==> config.mk <==
export PLATFORM = sky130hd
export DESIGN_NAME = active_note_table_decay_top
export DESIGN_NICKNAME = d
export VERILOG_FILES = /design/src/hdl/antd_pkg.sv /design/src/hdl/antd_ram.sv /design/src/hdl/antd_fifo.sv /design/src/hdl/antd_front.sv /design/src/hdl/antd_back.sv /design/src/hdl/active_note_table_decay_top.sv
export SDC_FILE = /design/constraint.sdc
export NUM_CORES = 1
export LEC_CHECK = 0
export BUFFER_PORTS_ARGS = -buffer_cell sky130_fd_sc_hd__buf_4
export CAP_MARGIN = 5
export CORE_UTILIZATION = 31
export DETAILED_ROUTE_END_ITERATION = 12
export PLACE_DENSITY = 0.53
export SLEW_MARGIN = 25
export SYNTH_ARGS = -nofsm -noshare
export SYNTH_HDL_FRONTEND = slang
export SYNTH_SLANG_ARGS = --single-unit
==> constraint.sdc <==
create_clock -name clk -period 9.1 [get_ports clk]
set_input_delay 0.455 -clock clk [delete_from_list [all_inputs] [get_ports clk]]
set_output_delay 0.455 -clock clk [all_outputs]
set_load 0.03 [all_outputs]
==> src/hdl/antd_pkg.sv <==
`timescale 1ns / 1ps
// Shared types and constants for the active note table with decay.
// Used by the front, back and top modules; depends on nothing.

package antd_pkg;

    localparam int NOTE_W   = 7;
    localparam int VOICE_W  = 4;
    localparam int VEL_W    = 7;
    localparam int VOL_W    = 15;
    localparam int FACT_W   = 8;
    localparam int FRAC_W   = 8;
    localparam int REQ_W    = 2;
    localparam int PROD_W   = VOL_W + FACT_W;

    localparam int CMD_DEPTH = 2;
    localparam int RES_DEPTH = 4;

    localparam logic [FACT_W-1:0] DECAY_RESET = 8'd243;

    // Request codes as they arrive on req_type
    typedef enum logic [REQ_W-1:0] {
        REQ_NOTE_ON   = 2'd0,
        REQ_NOTE_OFF  = 2'd1,
        REQ_FRAME_END = 2'd2
    } req_t;

    // Classified command handed from the front to the back
    typedef struct packed {
        req_t               kind;
        logic [NOTE_W-1:0]  note;
        logic [VOICE_W-1:0] voice;
        logic [VEL_W-1:0]   velocity;
    } cmd_t;

    // One table entry as stored in the table RAM
    typedef struct packed {
        logic [NOTE_W-1:0]  note;
        logic [VOICE_W-1:0] voice;
        logic [VOL_W-1:0]   volume;
    } entry_t;

    // One result word
    typedef struct packed {
        logic               entry_valid;
        logic [NOTE_W-1:0]  note;
        logic [VOICE_W-1:0] voice;
        logic [VOL_W-1:0]   volume;
        logic               last_entry;
        logic               overflow_seen;
    } result_t;

    // Back-end sequencer states
    typedef enum logic [3:0] {
        S_IDLE,
        S_ON_READ,
        S_ON_CHECK,
        S_ON_APPEND,
        S_OFF_READ,
        S_OFF_CHECK,
        S_SHIFT_READ,
        S_SHIFT_WRITE,
        S_FRAME_READ,
        S_FRAME_EMIT,
        S_EMPTY
    } back_state_t;

endpackage

==> src/hdl/antd_ram.sv <==
`timescale 1ns / 1ps
// Generic single-write, single-read RAM with registered read data.
// Stand-alone; no package needed.

module antd_ram #(
    parameter int WIDTH = 26,
    parameter int DEPTH = 16
) (
    input  logic                                  clk,
    input  logic                                  wr_en,
    input  logic [(DEPTH > 1 ? $clog2(DEPTH) : 1)-1:0] wr_addr,
    input  logic [WIDTH-1:0]                      wr_data,
    input  logic                                  rd_en,
    input  logic [(DEPTH > 1 ? $clog2(DEPTH) : 1)-1:0] rd_addr,
    output logic [WIDTH-1:0]                      rd_data
);

    logic [WIDTH-1:0] mem_reg [DEPTH];
    logic [WIDTH-1:0] rd_data_reg;

    // Write port
    always_ff @(posedge clk)
    begin
        if (wr_en)
        begin
            mem_reg[wr_addr] <= wr_data;
        end
    end

    // Registered read port; hold data when not reading
    always_ff @(posedge clk)
    begin
        if (rd_en)
        begin
            rd_data_reg <= mem_reg[rd_addr];
        end
    end

    assign rd_data = rd_data_reg;

endmodule

==> src/hdl/antd_fifo.sv <==
`timescale 1ns / 1ps
// Small register FIFO with first-word-fall-through head.
// Stand-alone; no package needed.

module antd_fifo #(
    parameter int WIDTH = 8,
    parameter int DEPTH = 2
) (
    input  logic             clk,
    input  logic             rst_n,
    input  logic             push,
    input  logic [WIDTH-1:0] wdata,
    output logic             full,
    input  logic             pop,
    output logic             empty,
    output logic [WIDTH-1:0] rdata
);

    localparam int AW = (DEPTH > 1) ? $clog2(DEPTH) : 1;
    localparam int CW = $clog2(DEPTH + 1);

    logic [WIDTH-1:0] mem_reg [DEPTH];
    logic [AW-1:0]    wr_ptr_reg, wr_ptr_next;
    logic [AW-1:0]    rd_ptr_reg, rd_ptr_next;
    logic [CW-1:0]    count_reg, count_next;
    logic             do_push, do_pop;

    assign full    = (count_reg == CW'(DEPTH));
    assign empty   = (count_reg == '0);
    assign do_push = push && !full;
    assign do_pop  = pop && !empty;
    assign rdata   = mem_reg[rd_ptr_reg];

    // Advance pointers with explicit wrap
    always_comb
    begin
        wr_ptr_next = wr_ptr_reg;
        rd_ptr_next = rd_ptr_reg;
        count_next  = count_reg;
        if (do_push)
        begin
            wr_ptr_next = (wr_ptr_reg == AW'(DEPTH - 1)) ? '0 : wr_ptr_reg + AW'(1);
        end
        if (do_pop)
        begin
            rd_ptr_next = (rd_ptr_reg == AW'(DEPTH - 1)) ? '0 : rd_ptr_reg + AW'(1);
        end
        if (do_push && !do_pop)
        begin
            count_next = count_reg + CW'(1);
        end
        else if (do_pop && !do_push)
        begin
            count_next = count_reg - CW'(1);
        end
    end

    always_ff @(posedge clk or negedge rst_n)
    begin
        if (!rst_n)
        begin
            wr_ptr_reg <= '0;
            rd_ptr_reg <= '0;
            count_reg  <= '0;
        end
        else
        begin
            wr_ptr_reg <= wr_ptr_next;
            rd_ptr_reg <= rd_ptr_next;
            count_reg  <= count_next;
        end
    end

    // Store the pushed word
    always_ff @(posedge clk)
    begin
        if (do_push)
        begin
            mem_reg[wr_ptr_reg] <= wdata;
        end
    end

endmodule

==> src/hdl/antd_front.sv <==
`timescale 1ns / 1ps
// Front end: accepts request words, drops unused codes, queues commands.
// Depends on antd_pkg and antd_fifo.

module antd_front (
    input  logic                          clk,
    input  logic                          rst_n,
    input  logic                          push,
    output logic                          full,
    input  logic [antd_pkg::REQ_W-1:0]    req_type,
    input  logic [antd_pkg::NOTE_W-1:0]   note_number,
    input  logic [antd_pkg::VOICE_W-1:0]  channel_voice,
    input  logic [antd_pkg::VEL_W-1:0]    note_velocity,
    input  logic                          cmd_pop,
    output logic                          cmd_empty,
    output antd_pkg::cmd_t                cmd_word
);

    antd_pkg::cmd_t cmd_in;
    logic           keep;
    logic           cmd_push;
    logic           queue_full;
    logic [$bits(antd_pkg::cmd_t)-1:0] queue_rdata;

    // Classify the request; unused codes are accepted and dropped
    always_comb
    begin
        cmd_in.note     = note_number;
        cmd_in.voice    = channel_voice;
        cmd_in.velocity = note_velocity;
        cmd_in.kind     = antd_pkg::REQ_NOTE_ON;
        keep            = 1'b0;
        unique case (req_type)
            antd_pkg::REQ_NOTE_ON:
            begin
                cmd_in.kind = antd_pkg::REQ_NOTE_ON;
                keep        = 1'b1;
            end
            antd_pkg::REQ_NOTE_OFF:
            begin
                cmd_in.kind = antd_pkg::REQ_NOTE_OFF;
                keep        = 1'b1;
            end
            antd_pkg::REQ_FRAME_END:
            begin
                cmd_in.kind = antd_pkg::REQ_FRAME_END;
                keep        = 1'b1;
            end
            default:
            begin
                keep = 1'b0;
            end
        endcase
    end

    assign full     = queue_full;
    assign cmd_push = push && !queue_full && keep;

    antd_fifo #(
        .WIDTH ($bits(antd_pkg::cmd_t)),
        .DEPTH (antd_pkg::CMD_DEPTH)
    ) u_cmd_queue (
        .clk   (clk),
        .rst_n (rst_n),
        .push  (cmd_push),
        .wdata (cmd_in),
        .full  (queue_full),
        .pop   (cmd_pop),
        .empty (cmd_empty),
        .rdata (queue_rdata)
    );

    assign cmd_word = queue_rdata;

endmodule

==> src/hdl/antd_back.sv <==
`timescale 1ns / 1ps
// Back end: sequencer that walks the note table RAM for each command,
// emits result words into the result queue and applies the frame decay.
// Depends on antd_pkg, antd_ram and antd_fifo.

module antd_back #(
    parameter int TABLE_DEPTH = 16
) (
    input  logic                          clk,
    input  logic                          rst_n,
    input  logic [antd_pkg::FACT_W-1:0]   decay_factor,
    input  antd_pkg::cmd_t                cmd_word,
    input  logic                          cmd_empty,
    output logic                          cmd_pop,
    input  logic                          res_pop,
    output logic                          res_empty,
    output antd_pkg::result_t             res_word
);

    localparam int IW = (TABLE_DEPTH > 1) ? $clog2(TABLE_DEPTH) : 1;
    localparam int CW = $clog2(TABLE_DEPTH + 1);
    localparam int EW = $bits(antd_pkg::entry_t);
    localparam int RW = $bits(antd_pkg::result_t);

    antd_pkg::back_state_t state_reg, state_next;
    antd_pkg::cmd_t        cmd_reg, cmd_next;
    logic [IW-1:0]         idx_reg, idx_next;
    logic [CW-1:0]         count_reg, count_next;
    logic                  overflow_reg, overflow_next;

    logic                  ram_wr_en;
    logic [IW-1:0]         ram_wr_addr;
    antd_pkg::entry_t      ram_wr_entry;
    logic                  ram_rd_en;
    logic [IW-1:0]         ram_rd_addr;
    logic [EW-1:0]         ram_rd_data;
    antd_pkg::entry_t      rd_entry;

    logic                  res_push;
    logic                  res_full;
    antd_pkg::result_t     res_data;
    logic [RW-1:0]         res_rdata;

    logic [CW-1:0]             idx_plus1;
    logic [CW-1:0]             idx_plus2;
    logic [antd_pkg::PROD_W-1:0] decay_prod;
    logic [antd_pkg::VOL_W-1:0]  decayed_volume;
    logic [antd_pkg::VOL_W-1:0]  onset_volume;

    assign rd_entry       = ram_rd_data;
    assign idx_plus1      = CW'(idx_reg) + CW'(1);
    assign idx_plus2      = CW'(idx_reg) + CW'(2);
    assign decay_prod     = antd_pkg::PROD_W'(rd_entry.volume)
                          * antd_pkg::PROD_W'(decay_factor);
    assign decayed_volume = decay_prod[antd_pkg::PROD_W-1:antd_pkg::FACT_W];
    assign onset_volume   = {cmd_reg.velocity, {antd_pkg::FRAC_W{1'b0}}};

    // Sequence one command at a time over the table
    always_comb
    begin
        state_next    = state_reg;
        cmd_next      = cmd_reg;
        idx_next      = idx_reg;
        count_next    = count_reg;
        overflow_next = overflow_reg;
        cmd_pop       = 1'b0;
        ram_rd_en     = 1'b0;
        ram_rd_addr   = idx_reg;
        ram_wr_en     = 1'b0;
        ram_wr_addr   = idx_reg;
        ram_wr_entry  = rd_entry;
        res_push      = 1'b0;
        res_data      = '0;

        unique case (state_reg)
            antd_pkg::S_IDLE:
            begin
                if (!cmd_empty)
                begin
                    cmd_pop  = 1'b1;
                    cmd_next = cmd_word;
                    idx_next = '0;
                    unique case (cmd_word.kind)
                        antd_pkg::REQ_NOTE_ON:
                            state_next = (count_reg == '0) ? antd_pkg::S_ON_APPEND
                                                           : antd_pkg::S_ON_READ;
                        antd_pkg::REQ_NOTE_OFF:
                            state_next = (count_reg == '0) ? antd_pkg::S_IDLE
                                                           : antd_pkg::S_OFF_READ;
                        antd_pkg::REQ_FRAME_END:
                            state_next = (count_reg == '0) ? antd_pkg::S_EMPTY
                                                           : antd_pkg::S_FRAME_READ;
                        default:
                            state_next = antd_pkg::S_IDLE;
                    endcase
                end
            end

            // Note-on: search for the note, update in place or append
            antd_pkg::S_ON_READ:
            begin
                ram_rd_en  = 1'b1;
                state_next = antd_pkg::S_ON_CHECK;
            end
            antd_pkg::S_ON_CHECK:
            begin
                if (rd_entry.note == cmd_reg.note)
                begin
                    ram_wr_en    = 1'b1;
                    ram_wr_entry = '{note: rd_entry.note, voice: cmd_reg.voice,
                                     volume: onset_volume};
                    state_next   = antd_pkg::S_IDLE;
                end
                else if (idx_plus1 == count_reg)
                begin
                    state_next = antd_pkg::S_ON_APPEND;
                end
                else
                begin
                    idx_next   = idx_reg + IW'(1);
                    state_next = antd_pkg::S_ON_READ;
                end
            end
            antd_pkg::S_ON_APPEND:
            begin
                if (count_reg < CW'(TABLE_DEPTH))
                begin
                    ram_wr_en    = 1'b1;
                    ram_wr_addr  = count_reg[IW-1:0];
                    ram_wr_entry = '{note: cmd_reg.note, voice: cmd_reg.voice,
                                     volume: onset_volume};
                    count_next   = count_reg + CW'(1);
                end
                else
                begin
                    overflow_next = 1'b1;
                end
                state_next = antd_pkg::S_IDLE;
            end

            // Note-off: search, then pull later entries down by one
            antd_pkg::S_OFF_READ:
            begin
                ram_rd_en  = 1'b1;
                state_next = antd_pkg::S_OFF_CHECK;
            end
            antd_pkg::S_OFF_CHECK:
            begin
                if (rd_entry.note == cmd_reg.note)
                begin
                    if (idx_plus1 == count_reg)
                    begin
                        count_next = count_reg - CW'(1);
                        state_next = antd_pkg::S_IDLE;
                    end
                    else
                    begin
                        state_next = antd_pkg::S_SHIFT_READ;
                    end
                end
                else if (idx_plus1 == count_reg)
                begin
                    state_next = antd_pkg::S_IDLE;
                end
                else
                begin
                    idx_next   = idx_reg + IW'(1);
                    state_next = antd_pkg::S_OFF_READ;
                end
            end
            antd_pkg::S_SHIFT_READ:
            begin
                ram_rd_en   = 1'b1;
                ram_rd_addr = idx_reg + IW'(1);
                state_next  = antd_pkg::S_SHIFT_WRITE;
            end
            antd_pkg::S_SHIFT_WRITE:
            begin
                ram_wr_en    = 1'b1;
                ram_wr_entry = rd_entry;
                if (idx_plus2 == count_reg)
                begin
                    count_next = count_reg - CW'(1);
                    state_next = antd_pkg::S_IDLE;
                end
                else
                begin
                    idx_next   = idx_reg + IW'(1);
                    state_next = antd_pkg::S_SHIFT_READ;
                end
            end

            // Frame end: emit each entry and write back its decayed volume in the same state
            antd_pkg::S_FRAME_READ:
            begin
                ram_rd_en  = 1'b1;
                state_next = antd_pkg::S_FRAME_EMIT;
            end
            antd_pkg::S_FRAME_EMIT:
            begin
                if (!res_full)
                begin
                    res_push     = 1'b1;
                    res_data     = '{entry_valid: 1'b1, note: rd_entry.note,
                                     voice: rd_entry.voice, volume: rd_entry.volume,
                                     last_entry: (idx_plus1 == count_reg),
                                     overflow_seen: overflow_reg};
                    ram_wr_en    = 1'b1;
                    ram_wr_entry = '{note: rd_entry.note, voice: rd_entry.voice,
                                     volume: decayed_volume};
                    if (idx_plus1 == count_reg)
                    begin
                        state_next = antd_pkg::S_IDLE;
                    end
                    else
                    begin
                        idx_next   = idx_reg + IW'(1);
                        state_next = antd_pkg::S_FRAME_READ;
                    end
                end
            end
            antd_pkg::S_EMPTY:
            begin
                if (!res_full)
                begin
                    res_push   = 1'b1;
                    res_data   = '{entry_valid: 1'b0, note: '0, voice: '0, volume: '0,
                                   last_entry: 1'b1, overflow_seen: overflow_reg};
                    state_next = antd_pkg::S_IDLE;
                end
            end
            default:
            begin
                state_next = antd_pkg::S_IDLE;
            end
        endcase
    end

    // Hold control state
    always_ff @(posedge clk or negedge rst_n)
    begin
        if (!rst_n)
        begin
            state_reg    <= antd_pkg::S_IDLE;
            count_reg    <= '0;
            overflow_reg <= 1'b0;
        end
        else
        begin
            state_reg    <= state_next;
            count_reg    <= count_next;
            overflow_reg <= overflow_next;
        end
    end

    // Hold the current command and walk index
    always_ff @(posedge clk)
    begin
        cmd_reg <= cmd_next;
        idx_reg <= idx_next;
    end

    antd_ram #(
        .WIDTH (EW),
        .DEPTH (TABLE_DEPTH)
    ) u_table_ram (
        .clk     (clk),
        .wr_en   (ram_wr_en),
        .wr_addr (ram_wr_addr),
        .wr_data (ram_wr_entry),
        .rd_en   (ram_rd_en),
        .rd_addr (ram_rd_addr),
        .rd_data (ram_rd_data)
    );

    antd_fifo #(
        .WIDTH (RW),
        .DEPTH (antd_pkg::RES_DEPTH)
    ) u_res_queue (
        .clk   (clk),
        .rst_n (rst_n),
        .push  (res_push),
        .wdata (res_data),
        .full  (res_full),
        .pop   (res_pop),
        .empty (res_empty),
        .rdata (res_rdata)
    );

    assign res_word = res_rdata;

    // Table never holds more entries than it has rows
    a_count_bound: assert property (@(posedge clk) disable iff (!rst_n)
        count_reg <= CW'(TABLE_DEPTH))
        else $error("entry count above table depth");

    // Overflow flag is sticky
    a_overflow_sticky: assert property (@(posedge clk) disable iff (!rst_n)
        overflow_reg |=> overflow_reg)
        else $error("overflow flag cleared");

    // Never push a result into a full queue
    a_res_no_overrun: assert property (@(posedge clk) disable iff (!rst_n)
        res_push |-> !res_full)
        else $error("result pushed while queue full");

    // Commands are taken only when idle and one is waiting
    a_cmd_pop_idle: assert property (@(posedge clk) disable iff (!rst_n)
        cmd_pop |-> (state_reg == antd_pkg::S_IDLE) && !cmd_empty)
        else $error("command popped outside idle");

    // Count only changes on completion of a note-on or note-off
    a_count_change: assert property (@(posedge clk) disable iff (!rst_n)
        (count_next != count_reg) |-> (state_reg == antd_pkg::S_ON_APPEND
                                      || state_reg == antd_pkg::S_OFF_CHECK
                                      || state_reg == antd_pkg::S_SHIFT_WRITE))
        else $error("entry count changed in wrong state");

endmodule

==> src/hdl/active_note_table_decay_top.sv <==
`timescale 1ns / 1ps
// Top level of the active note table with per-frame decay.
// Depends on antd_pkg, antd_front and antd_back.
//
//  channel   handshake              payload
//  request   push / full            req_type, note_number, channel_voice, note_velocity
//  result    empty / pop            entry_valid, out_note, out_voice, out_volume,
//                                   last_entry, overflow_seen
//  config    cfg_valid / cfg_ready  cfg_data (decay factor)
//
// Commands run one at a time in the back end: the idle state takes a command, then each
// table row visited passes a read state and a check, write or emit state, set by the
// registered read port of the table RAM; a full result queue stalls the frame walk.
// Reset clears the entry count, overflow flag and queues; decay returns to 243.
// A two-word command queue lets requests arrive while the back end is busy, and a
// four-word result queue lets the walk continue while results wait for pop.

module active_note_table_decay_top #(
    parameter int TABLE_DEPTH = 16
) (
    input  logic                          clk,
    input  logic                          rst_n,
    input  logic                          push,
    output logic                          full,
    input  logic [antd_pkg::REQ_W-1:0]    req_type,
    input  logic [antd_pkg::NOTE_W-1:0]   note_number,
    input  logic [antd_pkg::VOICE_W-1:0]  channel_voice,
    input  logic [antd_pkg::VEL_W-1:0]    note_velocity,
    output logic                          empty,
    input  logic                          pop,
    output logic                          entry_valid,
    output logic [antd_pkg::NOTE_W-1:0]   out_note,
    output logic [antd_pkg::VOICE_W-1:0]  out_voice,
    output logic [antd_pkg::VOL_W-1:0]    out_volume,
    output logic                          last_entry,
    output logic                          overflow_seen,
    input  logic                          cfg_valid,
    output logic                          cfg_ready,
    input  logic [antd_pkg::FACT_W-1:0]   cfg_data
);

    logic [antd_pkg::FACT_W-1:0] decay_reg, decay_next;
    antd_pkg::cmd_t              cmd_word;
    logic                        cmd_empty;
    logic                        cmd_pop;
    antd_pkg::result_t           res_word;

    // Load the decay factor on a config word
    assign cfg_ready  = 1'b1;
    assign decay_next = (cfg_valid && cfg_ready) ? cfg_data : decay_reg;

    always_ff @(posedge clk or negedge rst_n)
    begin
        if (!rst_n)
        begin
            decay_reg <= antd_pkg::DECAY_RESET;
        end
        else
        begin
            decay_reg <= decay_next;
        end
    end

    antd_front u_front (
        .clk           (clk),
        .rst_n         (rst_n),
        .push          (push),
        .full          (full),
        .req_type      (req_type),
        .note_number   (note_number),
        .channel_voice (channel_voice),
        .note_velocity (note_velocity),
        .cmd_pop       (cmd_pop),
        .cmd_empty     (cmd_empty),
        .cmd_word      (cmd_word)
    );

    antd_back #(
        .TABLE_DEPTH (TABLE_DEPTH)
    ) u_back (
        .clk          (clk),
        .rst_n        (rst_n),
        .decay_factor (decay_reg),
        .cmd_word     (cmd_word),
        .cmd_empty    (cmd_empty),
        .cmd_pop      (cmd_pop),
        .res_pop      (pop),
        .res_empty    (empty),
        .res_word     (res_word)
    );

    // Drive result fields from the head of the result queue
    assign entry_valid   = res_word.entry_valid;
    assign out_note      = res_word.note;
    assign out_voice     = res_word.voice;
    assign out_volume    = res_word.volume;
    assign last_entry    = res_word.last_entry;
    assign overflow_seen = res_word.overflow_seen;

endmodule
==> results.ini, run 1 <==
[synthesis]
synth-main-ff-cell = edfxtp_1
synth_cell_types = 72
synth_cells = 1715
synth_seq_area_share_pct = 66.0
yosys_warnings = 0
synth_area_per_cell_sq_um = 17.1
async_reset_ff_share_pct = 4.47
synth_edf_count = 620
synth_nets = 1879
yosys_register_bits = 649
netlist_area_sq_um = 29300

[global_route]
grt_pass1_vias = 16427
grt_overflow = 0
grt_use_total_pct = 14.5
grt_max_degree = 105
antenna_found_initial = 5
grt_pass1_wl_um = 104000

[clock_tree]
htreeDepth = 3
cts_num_sinks = 649
cts_hold_buffers = 11
root_buffer = clkbuf_16
cts_buffers = 68
cts_resized = 0
postCtsSetupBuffers = 0
cts_tree = done
clk_pin_slew_ns = 0.06
cts_buffer_depth = 3
clkLatencyLatePin_ns = 0.61

[routing]
ant_nets = 0
drt-total-wl_um = 68000
drt_iter0_drc = 1273
wl_per_cell_um = 21.8
drc = 0
vias_per_cell = 4.90
vias = 15333
drtPass1Iterations = 5

[timing]
finalMaxSlewViolations = 0
worst_slack_ns = 3.49
rsz0062_at_grt = no
tightest_slew_ns = 1.01
fin_crit_ns = 5.61
finalClockSkew_ns = 0.0224
hold_viol_final = 0
setup_tns_ns = 0
slew_headroom_pct = 32.3
setup_viol_count_final = 0
timing.fmax_mhz = 178
min_period_over_period_pct = 61.6

[layout]
finalNonFillerCells = 3127
seqCellArea_sq_um = 19400
largest_register_ffs = 416
multi_input_area_sq_um = 9430
fin_nets = 1990
synthToLayoutAreaGrowth_pct = 15.2
drive_gt1_share_pct = 22.4
num_antenna_cells = 0
nFillCells = 8759

[critical_path]
cpPeakStageDelay_ns = 0.55
r2r_slack_ns = 3.49
crit_family = adder cells
cp_common_cell = fa_1
cpMaxStageDelayCell = dfrtp_1
reg2regPathDepth = 15
start_kind = flip-flop
timing.rr.start = decay_reg[2]
worstPathRequired_ns = 9.43
end_kind = flip-flop
critPathMaxFanout = 16
path_cells = and2_1, fa_1, fa_1, fa_1, inv_1, fa_1, inv_1, ha_1, a21oi_1, o21ai_0, a221oi_1, nand2_1, a221oi_1, o211ai_1, buf_2
path_buf_inv = 3
arrival_ns = 5.94
reg2reg_to = u_back.u_table_ram.mem_reg[4][14]
crit_type = reg -> reg

[min_path]
hold-path-endpoint = u_front.u_cmd_queue.mem_reg[1][10]
whs_path_depth = 1
holdCritPathClass = in -> reg
hold_start = channel_voice[3]

[place]
gp_congestion = 0.850
hpwl_um = 41000
numPortBuffers = 63
post-place-ws_ns = 3.38
dp_cells = 2998

[floorplanning]
core_region_area_sq_um = 93500
dieHeight_um = 310
num_rows = 112
start_util_pct = 31.4
num_io_pins = 65
fp.dieW_um = 310
fp.dieArea_sq_um = 95900

[run]
maxCapViolCount = 0

[run_status]
status = completed

==> per-layer routing <==
layer / track usage, % / wire length [um] / vias to the layer above
met5: 0 / 0 / -
met3: 2.19 / 3180 / 88
met4: 3.94 / 1180 / 0
met2: 24.8 / 33800 / 359
met1: 19.2 / 29800 / 8099
li1: - / - / 6787
==> worst reg2reg max path: stages (launching register included) <==
cell      delay (ns)
dfrtp_1         0.55
and2_1          0.27
fa_1            0.50
fa_1            0.53
fa_1            0.51
inv_1           0.05
fa_1            0.48
inv_1           0.05
ha_1            0.37
a21oi_1         0.22
o21ai_0         0.17
a221oi_1        0.53
nand2_1         0.28
a221oi_1        0.34
o211ai_1        0.23
buf_2           0.26
==> synth_stat cells (4+ instances only) <==
cell | n | area share (%)
edfxtp_1 | 620 | 63
mux4_2 | 133 | 10
and2_1 | 129 | 2.8
inv_1 | 104 | 1.3
nand2_1 | 91 | 1.2
fa_1 | 79 | 5.4
a22oi_1 | 57 | 1.5
ha_1 | 52 | 2.2
clkbuf_1 | 51 | 0.65
nor2_1 | 51 | 0.65
mux2_2 | 41 | 1.6
o21ai_0 | 31 | 0.53
xnor2_1 | 26 | 0.78
a21oi_1 | 23 | 0.39
dfrtp_1 | 23 | 2.0
xor2_1 | 18 | 0.54
buf_2 | 16 | 0.27
nand3_1 | 13 | 0.22
nor3_1 | 13 | 0.22
nand4_1 | 10 | 0.21
a21o_1 | 7 | 0.18
buf_4 | 7 | 0.18
nand2b_1 | 7 | 0.15
buf_1 | 6 | 0.077
dfstp_2 | 6 | 0.54
o22ai_1 | 6 | 0.13
a221oi_1 | 5 | 0.15
and3_1 | 5 | 0.11
nor2b_1 | 5 | 0.11
o211ai_1 | 5 | 0.13
a211o_1 | 4 | 0.12
a41oi_1 | 4 | 0.12
mux2i_1 | 4 | 0.14
o31ai_1 | 4 | 0.10
==> kinds of logic (layout without fill, tap and decap cells) <==
| family | after synthesis | count (layout) | share of synthesized area, % |
|---|---|---|---|
| DFF | 649 | 649 | 66.0 |
| and+or+nand+nor | 346 | 346 | 6.21 |
| buffers and inverters | 185 | 343 | 2.55 |
| muxes | 181 | 181 | 12.0 |
| AOI/OAI and AO/OA | 177 | 177 | 4.23 |
| adders and majority gates | 131 | 131 | 7.61 |
| xor gates and xnor gates | 45 | 45 | 1.39 |
| other | 1 | 1 | 0.0128 |
==> through the flow <==
| step | hold slack (ns) | instance area, sq um | utilization (%) |
|---|---|---|---|
| 2_1_floorplan | 0.159 | 29300 | - |
| 3_3_place_gp | 0.445 | 31600 | 33.8 |
| 3_5_place_dp | 0.453 | 31600 | 33.8 |
| 4_1_cts | 0.00246 | 33800 | 36.2 |
| 5_1_grt | 0.0196 | 33800 | 36.2 |
| 6_report | 0.0420 | 33800 | 36.2 |
==> layout make-up <==
type / instances / area share [%]
clock buffer: 83 / 5.26
clock inverter: 34 / 1.01
inverter: 104 / 1.15
multi-input combinational: 881 / 27.9
sequential: 649 / 57.2
tap: 1254 / 4.64
timing repair buffer: 122 / 2.82
==> worst max-delay path by stage <==
stage                      start                           endpoint  cells past startpoint
global placement    decay_reg[4]   u_back.u_table_ram.mem_reg[0][6]                     14
detailed placement  decay_reg[2]   u_back.u_table_ram.mem_reg[9][6]                     14
finish              decay_reg[2]  u_back.u_table_ram.mem_reg[4][14]                     15
floorplan           decay_reg[5]   u_back.u_table_ram.mem_reg[0][8]                     17
CTS                 decay_reg[2]  u_back.u_table_ram.mem_reg[11][6]                     14
global route        decay_reg[2]  u_back.u_table_ram.mem_reg[6][14]                     15
==> cell usage in the layout, fill, tap and decap left out, types with 12 or more instances in the layout <==
cell / synthesis / routed
clkinv_1: 0 / 12
clkbuf_1: 51 / 14
nand2_1: 91 / 91
nor2_4: 1 / 17
mux4_2: 133 / 133
o21ai_0: 31 / 28
buf_4: 7 / 109
nor2_1: 51 / 30
a22oi_1: 57 / 57
nand3_1: 13 / 13
edfxtp_1: 620 / 620
dfrtp_1: 23 / 22
xor2_1: 18 / 18
xnor2_1: 26 / 25
ha_1: 52 / 52
nor3_1: 13 / 12
and2_1: 129 / 128
inv_1: 104 / 104
a21oi_1: 23 / 23
fa_1: 79 / 79
mux2_2: 41 / 41
clkbuf_16: 0 / 69
Power of run 1 is left out: the tool's default activity adds up to more than one toggle a clock period on the data nets, which glitch-free logic cannot reach.
==> run 2, diff against run 1 <==
ABC_AREA = 1   (was default)
clock period = 5.4 ns   (was 9.1 ns; I/O delays follow)
==> results.ini, run 2 <==
[synthesis]
synth-main-ff-cell = edfxtp_1
synth_seq_area_share_pct = 62.2  ; -3.8 points
synthMuxAreaShare_pct = 0.358  ; -12 points
synth_cell_types = 43  ; -40%
netlist_area_sq_um = 31100  ; +6.1%
yosys_register_bits = 649  ; unchanged
yosys_warnings = 0  ; unchanged
synth_area_per_cell_sq_um = 11.1  ; -35%
synth-adder-area-share_pct = 7.17  ; -0.43 points
synth_commonest_cells = 620 x edfxtp_1, 560 x nand2_1, 444 x inv_1
synth_area_leaders = edfxtp_1 60%, nand2_1 6.8%, inv_1 5.4%
synth.top_cell.area_share_pct = 59.8  ; -3.6 points
synth_cells = 2813  ; +64%
synth_edf_count = 620  ; unchanged
synth_nets = 2977  ; +58%
synth_compound_area_share_pct = 8.02  ; +3.8 points
yosys.area_share.simple_pct = 14.0  ; +7.8 points
async_reset_ff_share_pct = 4.47  ; unchanged
yosysMostFrequentCell = edfxtp_1
synth_top_family_by_area = simple AND/OR/NAND/NOR gates
synth-xor-area-share_pct = 0.732  ; -0.66 points
synth.largest_area_cell = edfxtp_1

[layout]
largest_register_ffs = 416  ; unchanged
nFillCells = 9633  ; +10%
fin_nets = 3076  ; +55%
mostFrequentLayoutCell = edfxtp_1
drive_gt1_share_pct = 10.9  ; -12 points
synthToLayoutAreaGrowth_pct = 15.3  ; about the same
final_cell_mix = 620 x edfxtp_1, 559 x nand2_1, 440 x inv_1, 215 x nand3_1, 209 x o211ai_1

[clock_tree]
root_buffer = clkbuf_16
cts_tree = done
clkLatencyLatePin_ns = 0.61  ; about the same
cts_num_sinks = 649  ; unchanged
clk_pin_slew_ns = 0.06  ; about the same
postCtsSetupBuffers = 0  ; unchanged
cts_buffers = 71  ; +4.4%
cts_buffer_depth = 3  ; unchanged
htreeDepth = 3  ; unchanged

[critical_path]
critPathMaxFanout = 16  ; unchanged
start_kind = flip-flop
cpPeakStageDelay_ns = 0.76  ; +0.21 ns
crit_family = adder cells
r2r_slack_ns = 0.36  ; -3.14 ns
end_kind = flip-flop
path_buf_inv = 1  ; -2
path_cells = nand2_1, fa_1, fa_1, inv_1, fa_1, fa_1, ha_1, nand2_1, o21ai_0, o21bai_1, nand2_1, nand2_1, nand2_1, nand3_1, nand3_1
reg2reg_to = u_back.u_table_ram.mem_reg[1][4]
cpMaxStageDelayCell = dfstp_2
worstPathRequired_ns = 5.56  ; -3.87 ns
timing.rr.start = decay_reg[4]
crit_type = reg -> reg
reg2regPathDepth = 15  ; unchanged
arrival_ns = 5.21  ; -0.73 ns
cp_common_cell = nand2_1

[global_route]
grt_pass1_vias = 19647  ; +20%
grt_use_total_pct = 15.9  ; +1.4 points
grt_overflow = 0  ; unchanged
grt_max_degree = 131  ; +25%
grt_pass1_wl_um = 124000  ; +19%
antenna_found_initial = 0  ; -5

[routing]
drt-total-wl_um = 80700  ; +19%
vias_per_cell = 4.77  ; -2.7%
dr_wl_met3_um = 4060  ; +27%
vias = 20304  ; +32%
drc = 0  ; unchanged
drtPass1Iterations = 7  ; +2
highest_layer = met4
route.met2.wl_um = 38000  ; +12%
ant_nets = 0  ; unchanged
wl_per_cell_um = 19.0  ; -13%
wl_met1_um = 36900  ; +24%
drt_iter0_drc = 1601  ; +26%

[floorplanning]
fp.dieW_um = 319  ; +3.0%
dieHeight_um = 319  ; +3.0%
num_io_pins = 65  ; unchanged
start_util_pct = 31.5  ; +0.087 points
num_rows = 115  ; +2.7%
core_region_area_sq_um = 98900  ; +5.8%
fp.dieArea_sq_um = 102000  ; +6.0%

[run_status]
status = completed

[timing]
rsz0062_at_grt = no
finalMaxSlewViolations = 0  ; unchanged
slew_headroom_pct = 31.5  ; -0.83 points
setup_viol_count_final = 0  ; unchanged
setup_tns_ns = 0  ; unchanged
tightest_slew_ns = 1.02  ; +0.00918 ns
finalClockSkew_ns = 0.0220  ; -0.000424 ns
min_period_over_period_pct = 93.4  ; +32 points
fin_crit_ns = 5.04  ; -0.564 ns
timing.fmax_mhz = 198  ; +11%
hold_viol_final = 0  ; unchanged

[min_path]
hold_start = pop
holdCritPathClass = in -> reg
hold-path-endpoint = u_back.u_res_queue.rd_ptr_reg[0]
whs_path_depth = 4  ; +3

[place]
numPortBuffers = 63  ; unchanged
hpwl_um = 47900  ; +17%
gp_congestion = 0.869  ; +2.2%

[run]
maxCapViolCount = 0  ; unchanged

==> run 2: cell types whose count changed after synthesis, moves of 32 or more <==
| cell | previous run | this run |
|---|---|---|
| nand2_1 | 91 | 560 |
| inv_1 | 104 | 444 |
| o211ai_1 | 5 | 209 |
| nand3_1 | 13 | 215 |
| mux4_2 | 133 | 0 |
| and2_1 | 129 | 1 |
| nor2_1 | 51 | 157 |
| o21ai_0 | 31 | 93 |
| a22oi_1 | 57 | 0 |
| or2_2 | 1 | 46 |
| mux2_2 | 41 | 9 |
==> run 2: repair_timing <==
action / 4_1_cts / 5_1_grt
endpoints found under the setup margin: 0 / 16
hold buffers: 37 / 0
endpoints found under the hold margin: 77 / 0
resized for setup: 0 / 1
==> run 2: area by class of cell <==
| type | instances | area [sq um] | share of cell area [%] |
|---|---|---|---|
| clock inverter | 34 | 344 | 0.959 |
| sequential | 649 | 19400 | 53.9 |
| tap | 1287 | 1610 | 4.49 |
| antenna | 2 | 5.00 | 0.0140 |
| multi-input combinational | 1572 | 9520 | 26.5 |
| timing repair buffer | 164 | 1400 | 3.90 |
| clock buffer | 93 | 1940 | 5.41 |
| inverter | 454 | 1710 | 4.75 |
==> run 2: how the worst max path moves through the flow <==
stage	from	endpoint	slack [ns]	cells after the start
final	decay_reg[4]	u_back.u_table_ram.mem_reg[1][4]	0.36	15
after global routing	decay_reg[4]	u_back.u_table_ram.mem_reg[8][14]	0.06	18
after CTS	decay_reg[3]	u_back.u_table_ram.mem_reg[9][4]	0.30	15
after detailed placement	decay_reg[3]	u_back.u_table_ram.mem_reg[15][4]	0.34	15
after global placement	decay_reg[3]	u_back.u_table_ram.mem_reg[0][4]	0.40	15
after floorplan	decay_reg[4]	u_back.u_table_ram.mem_reg[0][5]	0.57	15
==> run 2: kinds of logic after synthesis <==
family          after synthesis
compound gates              379
xor+xnor                     26
fa+ha+maj                   131
buf+inv                     592
flops                       649
mux                          10
other cells                   1
simple gates               1025
==> run 2: worst min-delay path: stages <==
cell and delay [ns]:
buf_4 0.09, o21ai_1 0.14, nor2_1 0.12, a21oi_1 0.04
==> run 2: metrics by stage <==
stage               area [sq um]  hold WS, ns  setup slack, ns  utilization [%]  std cells
global route               35900       0.0975           0.0619             36.3       4253
global placement           33200        0.264            0.397             33.6       4088
floorplan                  31100      -0.0256            0.567                -       2813
detailed placement         33200        0.266            0.341             33.6       4088
finish                     35900       0.0885            0.357             36.3       4255
CTS                        35900       0.0577            0.298             36.3       4252
==> run 2: routing by layer <==
metal  global-route usage, %  vias to the layer above
met5                       0                        -
met4                    3.81                        0
met3                    2.37                      109
met2                    26.0                      484
met1                    22.2                     9965
li1                        -                     9746
Power of run 2 is left out for the same reason.
==> run 3, diff against run 2 <==
CORE_MARGIN = 1.5   (was default)
CORE_UTILIZATION = 45   (was 31)
PLACE_DENSITY = 0.65   (was 0.53)
==> results.ini, run 3 (synthesis gave the netlist of run 2 again) <==
[critical_path]
cpPeakStageDelay_ns = 0.74  ; -0.02 ns
crit_type = reg -> reg
crit_family = adder cells
end_kind = flip-flop
worstPathRequired_ns = 5.56  ; about the same
path_buf_inv = 3  ; +2
arrival_ns = 5.29  ; +0.08 ns
cpMaxStageDelayCell = dfstp_2
cp_common_cell = fa_1
critPathMaxFanout = 16  ; unchanged
path_cells = nand2_1, inv_1, fa_1, fa_1, fa_1, inv_1, fa_1, inv_1, ha_1, a21oi_1, o21a_1, nor2_1, nor2_1, nand3_1, nand3_1, nand3_1
start_kind = flip-flop

[global_route]
grt_use_total_pct = 21.9  ; +5.9 points
grt_max_degree = 161  ; +23%
grt_overflow = 0  ; unchanged
antenna_found_initial = 1  ; +1
grt_pass1_vias = 20442  ; +4.0%
grt_pass1_wl_um = 118000  ; -4.4%

[floorplanning]
start_util_pct = 45.4  ; +14 points
fp.dieArea_sq_um = 70700  ; -30%
num_rows = 96  ; -17%
dieHeight_um = 266  ; -17%
core_region_area_sq_um = 68500  ; -31%
fp.dieW_um = 266  ; -17%
num_io_pins = 65  ; unchanged

[run]
maxCapViolCount = 0  ; unchanged

[clock_tree]
cts_tree = done
htreeDepth = 3  ; unchanged
clk_pin_slew_ns = 0.06  ; about the same
clkLatencyLatePin_ns = 0.61  ; about the same
root_buffer = clkbuf_16
cts_buffer_depth = 3  ; unchanged
cts_num_sinks = 649  ; unchanged
cts_buffers = 68  ; -4.2%

[routing]
ant_nets = 0  ; unchanged
drc = 0  ; unchanged
vias_per_cell = 5.37  ; +13%
vias = 20600  ; +1.5%
wl_per_cell_um = 19.9  ; +5.1%
drtPass1Iterations = 6  ; -1
drt-total-wl_um = 76400  ; -5.3%
drt_iter0_drc = 1652  ; +3.2%

[timing]
slew_headroom_pct = 34.3  ; +2.8 points
finalClockSkew_ns = 0.0232  ; +0.00123 ns
setup_tns_ns = 0  ; unchanged
finalMaxSlewViolations = 0  ; unchanged
tightest_slew_ns = 0.984  ; -0.0370 ns
hold_viol_final = 0  ; unchanged
min_period_over_period_pct = 95.0  ; +1.6 points
setup_viol_count_final = 0  ; unchanged
timing.fmax_mhz = 195  ; -1.7%
rsz0062_at_grt = no
fin_crit_ns = 5.13  ; +0.0885 ns

[min_path]
holdCritPathClass = in -> reg

[layout]
fin_nets = 3063  ; -0.42%
nFillCells = 5843  ; -39%
largest_register_ffs = 416  ; unchanged
drive_gt1_share_pct = 10.5  ; -0.35 points
final_cell_mix = 620 x edfxtp_1, 559 x nand2_1, 443 x inv_1, 214 x nand3_1, 209 x o211ai_1
synthToLayoutAreaGrowth_pct = 13.2
mostFrequentLayoutCell = edfxtp_1

[place]
hpwl_um = 47100  ; -1.7%
gp_congestion = 0.872  ; +0.35%
numPortBuffers = 63  ; unchanged

[run_status]
status = completed

[run 3: cell count changes in the layout (fill, tap and decap cells not counted), sizes merged]
cell	delta
inv	+3
diode	+1
bufinv	+2
clkinvlp	-1
clkinv	-14
dlygate4sd3	-7
buf	-2
clkbuf	+3
[run 3: final timing paths]
check	startpoint	to	slack, ns	depth (start not counted)
min	cfg_valid	decay_reg[0]	0.03	2
max reg2reg	decay_reg[4]	u_back.u_table_ram.mem_reg[14][8]	0.27	16
max	decay_reg[4]	u_back.u_table_ram.mem_reg[14][8]	0.27	16
min in group asynchronous	rst_n	decay_reg[2]	0.18	2
min reg2reg	u_back.overflow_reg	u_back.overflow_reg	0.45	2
max in group asynchronous	rst_n	u_back.u_res_queue.rd_ptr_reg[1]	4.87	2
[run 3: cell type report]
cell class / count / area (sq um) / share of cell area (%)
Clock buffer: 97 / 1910 / 5.43
Sequential cell: 649 / 19400 / 54.9
Inverter: 454 / 1700 / 4.84
Tap cell: 882 / 1100 / 3.13
Clock inverter: 24 / 349 / 0.991
Timing Repair Buffer: 154 / 1290 / 3.67
Multi-Input combinational cell: 1572 / 9510 / 27.0
Antenna cell: 3 / 7.51 / 0.0213
[run 3: per-layer routing]
metal	wire length [um]	GRT usage, %
met1	31600	28.6
met2	37600	37.1
met3	5120	3.89
met4	2050	6.94
met5	19	0
[run 3: worst reg2reg max path: stages (launching register included)]
cell,delay [ns]
dfstp_2,0.74
nand2_1,0.11
inv_1,0.09
fa_1,0.44
fa_1,0.52
fa_1,0.50
inv_1,0.07
fa_1,0.50
inv_1,0.05
ha_1,0.33
a21oi_1,0.24
o21a_1,0.26
nor2_1,0.07
nor2_1,0.15
nand3_1,0.10
nand3_1,0.09
nand3_1,0.42
[run 3: timing repair]
action,4_1_cts,5_1_grt
resized for setup,0,3
hold buffers,30,0
hold endpoints to repair,77,0
setup endpoints to repair,0,48
buffers inserted,0,3
[run 3: metrics by stage]
stage               hold slack (ns)  cells  setup WS [ns]  utilization [%]  instance area, sq um
finish                       0.0277   3835          0.269             51.5                 35200
global route                 0.0242   3832         0.0542             51.5                 35200
CTS                          0.0104   3829          0.195             51.4                 35200
detailed placement            0.247   3678          0.231             47.7                 32600
global placement              0.243   3678          0.328             47.7                 32600
floorplan                   -0.0256   2813          0.567                -                 31100
Power of run 3 is left out for the same reason.
